[src/rtl/plpb_pkg.sv]
package plpb_pkg;

	localparam int PCT_W    = 16;
	localparam int RAW_W    = 8;
	localparam int PT_W     = 24;
	localparam int PAIR_W   = 48;
	localparam int PAIRS    = 4;
	localparam int CNT_W    = 4;
	localparam int IDX_W    = 3;
	localparam int QUO_W    = 8;
	localparam int NUM_W    = 25;
	localparam int DEN_W    = 17;
	localparam int LIN_W    = 24;

	localparam logic [LIN_W-1:0] LIN_BIAS  = 24'd12800;
	localparam logic [DEN_W-1:0] LIN_DEN   = 17'd25600;
	localparam logic [PCT_W-1:0] LIN_SAT_P = 16'd25651;
	localparam logic [RAW_W-1:0] RAW_MAX   = 8'd255;

	localparam logic [PAIR_W-1:0] PAIR0_RST = 48'd27488428228608;
	localparam logic [PAIR_W-1:0] PAIR1_RST = 48'd80265794945087;
	localparam logic [PAIR_W-1:0] PAIR2_RST = 48'd6553700;
	localparam logic [PAIR_W-1:0] PAIR3_RST = 48'd0;
	localparam logic [CNT_W-1:0]  COUNT_RST = 4'd5;

	typedef enum logic [IDX_W-1:0] {
		REG_IDENTITY = 3'd0,
		REG_COUNT    = 3'd1,
		REG_PAIR0    = 3'd2,
		REG_PAIR1    = 3'd3,
		REG_PAIR2    = 3'd4,
		REG_PAIR3    = 3'd5
	} cfg_reg_t;

	typedef logic [PAIRS-1:0][PAIR_W-1:0] pairs_t;

	typedef struct packed {
		logic             dir;
		logic             lin;
		logic [RAW_W-1:0] val;
		logic [PCT_W-1:0] p;
		logic [PCT_W-1:0] ap;
		logic [PCT_W-1:0] bp;
		logic [RAW_W-1:0] ar;
		logic [RAW_W-1:0] br;
	} seg_t;

	typedef struct packed {
		logic [NUM_W-1:0] rem;
		logic [DEN_W-1:0] den;
		logic [QUO_W-1:0] quo;
	} div_t;

endpackage

[src/rtl/piecewise_linear_percent_to_byte_core.sv]
// Pipeline: segment select, three arithmetic stages, eight restoring divide stages.
// Throughput: one request per cycle; each stage holds its request while the next is full.
// Reset (arst_n low): all pipeline valids clear; identity_mode 0, point_count 5 and the
// five default calibration points load.
module piecewise_linear_percent_to_byte_core #(
	parameter int MAX_POINTS = 8
) (
	input  logic                                  clk,
	input  logic                                  arst_n,
	input  logic                                  s_tvalid,
	output logic                                  s_tready,
	input  logic [15:0]                           s_tdata,   // [15:0] percent_q8
	output logic                                  m_tvalid,
	input  logic                                  m_tready,
	output logic [7:0]                            m_tdata,   // [7:0] raw_value
	input  logic                                  cfg_valid,
	output logic                                  cfg_ready,
	input  logic [plpb_pkg::IDX_W-1:0]            cfg_index,
	input  logic [plpb_pkg::PAIR_W-1:0]           cfg_data
);

	logic                       identity_q;
	logic [plpb_pkg::CNT_W-1:0] count_q;
	plpb_pkg::pairs_t           pairs_q;

	logic                       seg_valid, seg_ready;
	plpb_pkg::seg_t             seg_data;
	logic                       div_valid, div_ready;
	plpb_pkg::div_t             div_data;

	assign cfg_ready = 1'b1;

	always_ff @(posedge clk or negedge arst_n) begin
		if (!arst_n) begin
			identity_q <= 1'b0;
			count_q    <= plpb_pkg::COUNT_RST;
			pairs_q[0] <= plpb_pkg::PAIR0_RST;
			pairs_q[1] <= plpb_pkg::PAIR1_RST;
			pairs_q[2] <= plpb_pkg::PAIR2_RST;
			pairs_q[3] <= plpb_pkg::PAIR3_RST;
		end else if (cfg_valid && cfg_ready) begin
			unique case (cfg_index)
				plpb_pkg::REG_IDENTITY: identity_q <= cfg_data[0];
				plpb_pkg::REG_COUNT:    count_q    <= cfg_data[plpb_pkg::CNT_W-1:0];
				plpb_pkg::REG_PAIR0:    pairs_q[0] <= cfg_data;
				plpb_pkg::REG_PAIR1:    pairs_q[1] <= cfg_data;
				plpb_pkg::REG_PAIR2:    pairs_q[2] <= cfg_data;
				plpb_pkg::REG_PAIR3:    pairs_q[3] <= cfg_data;
				default: ;
			endcase
		end
	end

	plpb_seg #(
		.MAX_POINTS(MAX_POINTS)
	) u_seg (
		.clk          (clk),
		.arst_n       (arst_n),
		.identity_mode(identity_q),
		.point_count  (count_q),
		.pairs        (pairs_q),
		.in_valid     (s_tvalid),
		.in_ready     (s_tready),
		.in_pct       (s_tdata),
		.out_valid    (seg_valid),
		.out_ready    (seg_ready),
		.out_seg      (seg_data)
	);

	plpb_arith u_arith (
		.clk      (clk),
		.arst_n   (arst_n),
		.in_valid (seg_valid),
		.in_ready (seg_ready),
		.in_seg   (seg_data),
		.out_valid(div_valid),
		.out_ready(div_ready),
		.out_div  (div_data)
	);

	plpb_div u_div (
		.clk      (clk),
		.arst_n   (arst_n),
		.in_valid (div_valid),
		.in_ready (div_ready),
		.in_div   (div_data),
		.out_valid(m_tvalid),
		.out_ready(m_tready),
		.out_quo  (m_tdata)
	);

	a_ready_when_empty: assert property (@(posedge clk) disable iff (!arst_n)
		!m_tvalid |-> s_tready)
		else $error("input stalled with an empty output stage");

	a_accept_fills_s1: assert property (@(posedge clk) disable iff (!arst_n)
		s_tvalid && s_tready |=> seg_valid)
		else $error("accepted request missing from first stage");

	a_s1_hold: assert property (@(posedge clk) disable iff (!arst_n)
		seg_valid && !seg_ready |=> seg_valid && $stable(seg_data))
		else $error("stalled first stage lost or changed its request");

endmodule

[src/rtl/plpb_seg.sv]
module plpb_seg #(
	parameter int MAX_POINTS = 8
) (
	input  logic                        clk,
	input  logic                        arst_n,
	input  logic                        identity_mode,
	input  logic [plpb_pkg::CNT_W-1:0]  point_count,
	input  plpb_pkg::pairs_t            pairs,
	input  logic                        in_valid,
	output logic                        in_ready,
	input  logic [plpb_pkg::PCT_W-1:0]  in_pct,
	output logic                        out_valid,
	input  logic                        out_ready,
	output plpb_pkg::seg_t              out_seg
);

	logic [plpb_pkg::PCT_W-1:0] pct [MAX_POINTS];
	logic [plpb_pkg::RAW_W-1:0] raw [MAX_POINTS];
	logic [plpb_pkg::CNT_W-1:0] n_eff;
	logic [plpb_pkg::PCT_W-1:0] pl;
	logic [plpb_pkg::RAW_W-1:0] rl;
	logic                       found;
	logic [plpb_pkg::PCT_W-1:0] sap, sbp;
	logic [plpb_pkg::RAW_W-1:0] sar, sbr;
	plpb_pkg::seg_t             nxt;
	plpb_pkg::seg_t             seg_s1;
	logic                       v_s1;

	for (genvar g = 0; g < MAX_POINTS; g++) begin : g_unpack
		assign pct[g] = pairs[g >> 1][((g & 1) * plpb_pkg::PT_W) + plpb_pkg::RAW_W +: plpb_pkg::PCT_W];
		assign raw[g] = pairs[g >> 1][((g & 1) * plpb_pkg::PT_W) +: plpb_pkg::RAW_W];
	end

	always_comb begin
		n_eff = (point_count > plpb_pkg::CNT_W'(MAX_POINTS)) ?
			plpb_pkg::CNT_W'(MAX_POINTS) : point_count;
		pl = pct[0];
		rl = raw[0];
		for (int i = 0; i < MAX_POINTS; i++) begin
			if (plpb_pkg::CNT_W'(i + 1) == n_eff) begin
				pl = pct[i];
				rl = raw[i];
			end
		end
		found = 1'b0;
		sap = pct[0];
		sbp = pct[0];
		sar = raw[0];
		sbr = raw[0];
		for (int i = 0; i < MAX_POINTS - 1; i++) begin
			if (!found && plpb_pkg::CNT_W'(i + 2) <= n_eff &&
					pct[i] <= in_pct && in_pct <= pct[i+1]) begin
				found = 1'b1;
				sap = pct[i];
				sbp = pct[i+1];
				sar = raw[i];
				sbr = raw[i+1];
			end
		end
	end

	always_comb begin
		nxt = '0;
		nxt.p = in_pct;
		nxt.ap = sap;
		nxt.bp = sbp;
		nxt.ar = sar;
		nxt.br = sbr;
		if (!identity_mode && n_eff != '0 && in_pct <= pct[0]) begin
			nxt.dir = 1'b1;
			nxt.val = raw[0];
		end else if (!identity_mode && n_eff != '0 && in_pct >= pl) begin
			nxt.dir = 1'b1;
			nxt.val = rl;
		end else if (!identity_mode && n_eff != '0 && found) begin
			nxt.dir = 1'b0;
		end else if (in_pct >= plpb_pkg::LIN_SAT_P) begin
			nxt.dir = 1'b1;
			nxt.val = plpb_pkg::RAW_MAX;
		end else begin
			nxt.lin = 1'b1;
		end
	end

	assign in_ready = !v_s1 || out_ready;

	always_ff @(posedge clk or negedge arst_n) begin
		if (!arst_n) begin
			v_s1 <= 1'b0;
		end else if (in_ready) begin
			v_s1 <= in_valid;
		end
	end

	always_ff @(posedge clk) begin
		if (in_ready && in_valid) begin
			seg_s1 <= nxt;
		end
	end

	assign out_valid = v_s1;
	assign out_seg   = seg_s1;

endmodule

[src/rtl/plpb_arith.sv]
module plpb_arith (
	input  logic            clk,
	input  logic            arst_n,
	input  logic            in_valid,
	output logic            in_ready,
	input  plpb_pkg::seg_t  in_seg,
	output logic            out_valid,
	input  logic            out_ready,
	output plpb_pkg::div_t  out_div
);

	logic                              v_s2, v_s3, v_s4;
	logic                              en2, en3, en4;
	logic                              dir_s2, lin_s2;
	logic [plpb_pkg::RAW_W-1:0]        val_s2, ar_s2;
	logic [plpb_pkg::PCT_W-1:0]        p_s2, d_s2, t_s2;
	logic signed [plpb_pkg::RAW_W:0]   diff_s2;
	logic                              dir_s3, lin_s3;
	logic [plpb_pkg::RAW_W-1:0]        val_s3;
	logic [plpb_pkg::PCT_W-1:0]        d_s3;
	logic [plpb_pkg::LIN_W-1:0]        prod_a_s3;
	logic signed [plpb_pkg::NUM_W:0]   prod_b_s3;
	logic [plpb_pkg::LIN_W-1:0]        lin_num_s3;
	logic signed [plpb_pkg::NUM_W:0]   total;
	plpb_pkg::div_t                    nxt4;
	plpb_pkg::div_t                    div_s4;

	assign en4 = !v_s4 || out_ready;
	assign en3 = !v_s3 || en4;
	assign en2 = !v_s2 || en3;
	assign in_ready = en2;

	always_ff @(posedge clk or negedge arst_n) begin
		if (!arst_n) begin
			v_s2 <= 1'b0;
			v_s3 <= 1'b0;
			v_s4 <= 1'b0;
		end else begin
			if (en2) begin
				v_s2 <= in_valid;
			end
			if (en3) begin
				v_s3 <= v_s2;
			end
			if (en4) begin
				v_s4 <= v_s3;
			end
		end
	end

	always_ff @(posedge clk) begin
		if (en2 && in_valid) begin
			dir_s2  <= in_seg.dir;
			lin_s2  <= in_seg.lin;
			val_s2  <= in_seg.val;
			ar_s2   <= in_seg.ar;
			p_s2    <= in_seg.p;
			d_s2    <= in_seg.bp - in_seg.ap;
			t_s2    <= in_seg.p - in_seg.ap;
			diff_s2 <= $signed({1'b0, in_seg.br}) - $signed({1'b0, in_seg.ar});
		end
		if (en3 && v_s2) begin
			dir_s3     <= dir_s2 || (!lin_s2 && d_s2 == '0);
			lin_s3     <= lin_s2;
			val_s3     <= dir_s2 ? val_s2 : ar_s2;
			d_s3       <= d_s2;
			prod_a_s3  <= plpb_pkg::LIN_W'(ar_s2) * plpb_pkg::LIN_W'(d_s2);
			prod_b_s3  <= (plpb_pkg::NUM_W + 1)'($signed({1'b0, t_s2})) *
				(plpb_pkg::NUM_W + 1)'(diff_s2);
			lin_num_s3 <= {p_s2, 8'b0} - {8'b0, p_s2} + plpb_pkg::LIN_BIAS;
		end
		if (en4 && v_s3) begin
			div_s4 <= nxt4;
		end
	end

	always_comb begin
		total = $signed({2'b00, prod_a_s3}) + prod_b_s3;
		nxt4.quo = '0;
		if (dir_s3) begin
			nxt4.rem = plpb_pkg::NUM_W'(val_s3);
			nxt4.den = plpb_pkg::DEN_W'(1);
		end else if (lin_s3) begin
			nxt4.rem = plpb_pkg::NUM_W'(lin_num_s3);
			nxt4.den = plpb_pkg::LIN_DEN;
		end else begin
			nxt4.rem = {total[plpb_pkg::LIN_W-1:0], 1'b0} + plpb_pkg::NUM_W'(d_s3);
			nxt4.den = {d_s3, 1'b0};
		end
	end

	assign out_valid = v_s4;
	assign out_div   = div_s4;

endmodule

[src/rtl/plpb_div.sv]
module plpb_div (
	input  logic                        clk,
	input  logic                        arst_n,
	input  logic                        in_valid,
	output logic                        in_ready,
	input  plpb_pkg::div_t              in_div,
	output logic                        out_valid,
	input  logic                        out_ready,
	output logic [plpb_pkg::QUO_W-1:0]  out_quo
);

	localparam int STAGES = plpb_pkg::QUO_W;

	logic [STAGES-1:0] vld_s;
	logic [STAGES-1:0] en;
	plpb_pkg::div_t    dv_s [STAGES];

	always_comb begin
		en[STAGES-1] = !vld_s[STAGES-1] || out_ready;
		for (int k = STAGES - 2; k >= 0; k--) begin
			en[k] = !vld_s[k] || en[k+1];
		end
	end

	assign in_ready = en[0];

	for (genvar k = 0; k < STAGES; k++) begin : g_stage
		plpb_pkg::div_t         src;
		plpb_pkg::div_t         nxt;
		logic                   src_v;
		logic [plpb_pkg::NUM_W-1:0] sub;

		if (k == 0) begin : g_first
			assign src   = in_div;
			assign src_v = in_valid;
		end else begin : g_rest
			assign src   = dv_s[k-1];
			assign src_v = vld_s[k-1];
		end

		always_comb begin
			sub = plpb_pkg::NUM_W'(src.den) << (STAGES - 1 - k);
			nxt = src;
			if (src.rem >= sub) begin
				nxt.rem = src.rem - sub;
				nxt.quo[STAGES-1-k] = 1'b1;
			end
		end

		always_ff @(posedge clk or negedge arst_n) begin
			if (!arst_n) begin
				vld_s[k] <= 1'b0;
			end else if (en[k]) begin
				vld_s[k] <= src_v;
			end
		end

		always_ff @(posedge clk) begin
			if (en[k] && src_v) begin
				dv_s[k] <= nxt;
			end
		end
	end

	assign out_valid = vld_s[STAGES-1];
	assign out_quo   = dv_s[STAGES-1].quo;

endmodule
[config.mk]
export PLATFORM = sky130hd
export DESIGN_NAME = piecewise_linear_percent_to_byte_core
export DESIGN_NICKNAME = d
export VERILOG_FILES = /design/src/rtl/plpb_pkg.sv /design/src/rtl/piecewise_linear_percent_to_byte_core.sv /design/src/rtl/plpb_seg.sv /design/src/rtl/plpb_arith.sv /design/src/rtl/plpb_div.sv
export SDC_FILE = /design/constraint.sdc
export NUM_CORES = 2
export LEC_CHECK = 0
export ABC_AREA = 1
export BUFFER_PORTS_ARGS = -buffer_cell sky130_fd_sc_hd__clkbuf_2
export CAP_MARGIN = 20
export CORE_MARGIN = 10
export CORE_UTILIZATION = 44
export CTS_BUF_LIST = sky130_fd_sc_hd__clkbuf_4 sky130_fd_sc_hd__clkbuf_8 sky130_fd_sc_hd__clkbuf_16
export DETAILED_ROUTE_END_ITERATION = 8
export GPL_ROUTABILITY_DRIVEN = 0
export SLEW_MARGIN = 40
export SYNTH_ARGS = -nofsm -noshare
export SYNTH_HDL_FRONTEND = slang
export SYNTH_HIERARCHICAL = 1
export SYNTH_SLANG_ARGS = --single-unit
[constraint.sdc]
create_clock -name clk -period 6.6 [get_ports clk]
set_input_delay 1.32 -clock clk [delete_from_list [all_inputs] [get_ports clk]]
set_output_delay 1.32 -clock clk [all_outputs]
set_load 0.01 [all_outputs]
==> results.ini <==
[run_status]
status = finished clean

[clock_network]
clock_path_buffers = 3
ctsHtreeMaxLevel = 3
ctsHoldBuffers = 0
path_clk_slew_ns = 0.06
post_cts_buffers = 0
numCtsBuffers = 96
cts_root_buf = clkbuf_16
clkLatencyLatePin_ns = 0.73
cts_resized = 0
clock-sinks = 856
cts_tree = yes

[floorplan]
fp.coreArea_mm2 = 0.146
top_level_ports = 83
die_area_mm2 = 0.162
start_util_pct = 44.2
die_w_um = 402
rows = 140
die_y_um = 402

[job]
cap_violations = 0

[synthesis]
syn_inst = 8296
ys_warn_count = 6
synth_compound_area_share_pct = 6.62
synth_sequential_area_ratio_pct = 38.4
synthMuxAreaShare_pct = 0.202
synthXorXnorAreaFrac_pct = 2.45
synth-main-ff-cell = edfxtp_1
ys_ff_latch = 856
synthSimpleGateAreaFrac_pct = 26.7
synth_top_family_by_area = simple AND/OR/NAND/NOR gates
synth_fa_ha_area_share_pct = 15.5
synthArstFlopShare_pct = 24.4
synth_edf_count = 647
synth.distinct_cells = 68
netlist_area_mm2 = 0.0643
avgSynthCellArea_um2 = 7.76

[worst_setup_path]
crit_path_frequent_cell = fa_1
endpoint = u_arith/prod_b_s3[21]
regToRegEndpoint = u_arith/prod_b_s3[21]
r2r-start = u_arith/diff_s2[8]
r2r_setup_slack_ns = 1.25
crit_cells = 16
critPathMaxFanout = 16
cp.arrival_ns = 5.81
crit_buf_inv = 2
path_cells = inv_1 > or2_2 > fa_1 > fa_1 > inv_1 > fa_1 > fa_1 > fa_1 > ha_1 > a21oi_1 > o21ai_0 > a21oi_1 > o21ai_0 > nand3_1 > nand2_1 > xor2_1
slowest_delay_ns = 0.57
crit_start = u_arith/diff_s2[8]
reg2reg_depth = 16
crit_slowest_cell = fa_1
crit_path_end_kind = register
cp-start-kind = register
required_ns = 7.06
critPathTopFamily = adder cells
critical_path_class = register to register

[sta]
tns_ns = 0
setup_viol = 0
fin_crit_ns = 5.35
final.period_utilization_pct = 81.0
rsz0062_at_grt = no
drv_slew = 0
fmaxAchievable_ghz = 0.187
slew_headroom_pct = 42.7
tightest_slew_ns = 0.859
finalClockSkew_ns = 0.0302
hold_viol_final = 0

[global_routing]
grt_pass1_wl_um = 305000
grt_pass1_vias = 52900
grt_start_max_net_pins = 130
grt_antenna_before_repair = 1
grt_usage_pct = 23.9
grt-ovfl-total = 0

[route]
drcViolationCount = 0
viasPerCell = 5.29
wl_per_cell_um = 19.2
drtIter0Drc = 4515
firstDrtPassIters = 8
routed_wl_um = 197000
vias = 54300
antenna_left = 0

[final_layout]
layout_common_cells = 2898 x nand2_1, 1347 x inv_1, 647 x edfxtp_1, 506 x nand3_1, 484 x ha_1
nets = 9027
layout_commonest_cell = nand2_1
drive_gt1_share_pct = 6.18
syn_to_final_growth_pct = 8.34

[placement]
port_buffers = 81
dp_hpwl_um = 151000

[worst_hold_path]
worstHoldPathType = register to register

layout make-up:
| cell class | count | area [um2] |
|---|---|---|
| Fill cell | 14200 | 75900 |
| Multi-Input combinational cell | 5800 | 33300 |
| Sequential cell | 856 | 24700 |
| Inverter | 1382 | 5200 |
| Clock buffer | 120 | 2590 |
| Tap cell | 1917 | 2400 |
| Timing Repair Buffer | 140 | 931 |
| Clock inverter | 56 | 596 |
| Antenna cell | 1 | 2.50 |
through the flow:
| stage | cells | instance area, um2 | setup slack, ns | util [%] | hold slack, ns |
|---|---|---|---|---|---|
| after CTS | 10300 | 69700 | 1.24 | 47.9 | 0.418 |
| after global placement | 10100 | 66400 | 1.32 | 45.6 | 0.401 |
| after detailed placement | 10100 | 66500 | 1.27 | 45.7 | 0.405 |
| after floorplan | 8303 | 64400 | 0.357 | - | 0.400 |
| after global routing | 10300 | 69700 | 0.911 | 47.9 | 0.422 |
| final | 10300 | 69700 | 1.25 | 47.9 | 0.414 |
sequential cells by signal, summed over array words and instances (netlist names), 4 cells and up:
| register | count |
|---|---|
| u_arith/prod_a_s3 | 24 |
| count_q | 4 |
| u_arith/p_s2 | 16 |
| u_seg/out_seg | 74 |
| u_arith/d_s2 | 16 |
| u_arith/ar_s2 | 8 |
| pairs_q | 192 |
| u_div/g_stage.src_v | 7 |
| u_arith/d_s3 | 16 |
| u_arith/val_s3 | 8 |
| u_arith/diff_s2 | 9 |
| u_arith/out_div | 42 |
| u_div/dv_s | 358 |
| u_arith/t_s2 | 16 |
| u_arith/val_s2 | 8 |
| u_arith/lin_num_s3 | 24 |
| u_arith/prod_b_s3 | 24 |
synthesized netlist by cell type, types with 53 or more instances:
cell type | n | area [um2]
nand2_1 | 2899 | 10900
clkbuf_1 | 144 | 541
a21oi_1 | 334 | 1670
o21ai_1 | 62 | 310
edfxtp_1 | 647 | 19400
fa_1 | 195 | 3900
xor2_1 | 133 | 1160
inv_1 | 1355 | 5090
ha_1 | 484 | 6060
nor2_1 | 425 | 1600
nor3_1 | 53 | 265
dfrtp_1 | 179 | 4480
nand4_1 | 103 | 644
nand3_1 | 507 | 2540
buf_2 | 61 | 305
o21ai_0 | 228 | 1140
worst min path at each step:
stage / from / endpoint / slack (ns) / cells past startpoint
2_1_floorplan: u_seg/out_seg[73] / u_arith/dir_s2 / 0.40 / 0
3_3_place_gp: u_div/dv_s[0][152] / u_div/dv_s[1][2] / 0.40 / 0
3_5_place_dp: u_div/dv_s[0][107] / u_div/dv_s[0][157] / 0.40 / 0
4_1_cts: u_div/dv_s[0][157] / u_div/dv_s[1][7] / 0.42 / 0
5_1_grt: u_div/dv_s[0][107] / u_div/dv_s[0][157] / 0.42 / 0
6_report: u_div/dv_s[0][157] / u_div/dv_s[1][7] / 0.41 / 0
cells by family (layout without fill, tap and decap cells):
family	after synthesis	after routing
and+or+nand+nor	4150	4150
buffers and inverters	1647	1698
adders and majority gates	679	679
xor gates and xnor gates	179	179
other	2	10
muxes	13	13
AOI/OAI and AO/OA	770	770
DFF	856	856
metal layers:
layer  GRT usage (%)  share of wire, %
met1            28.6                40
met2            41.1                48
met3            3.04               5.4
met4            14.2               6.9
met5               0            0.0066
Power is left out: the tool's default activity adds up to more than one toggle a clock period on the data nets, which glitch-free logic cannot reach.
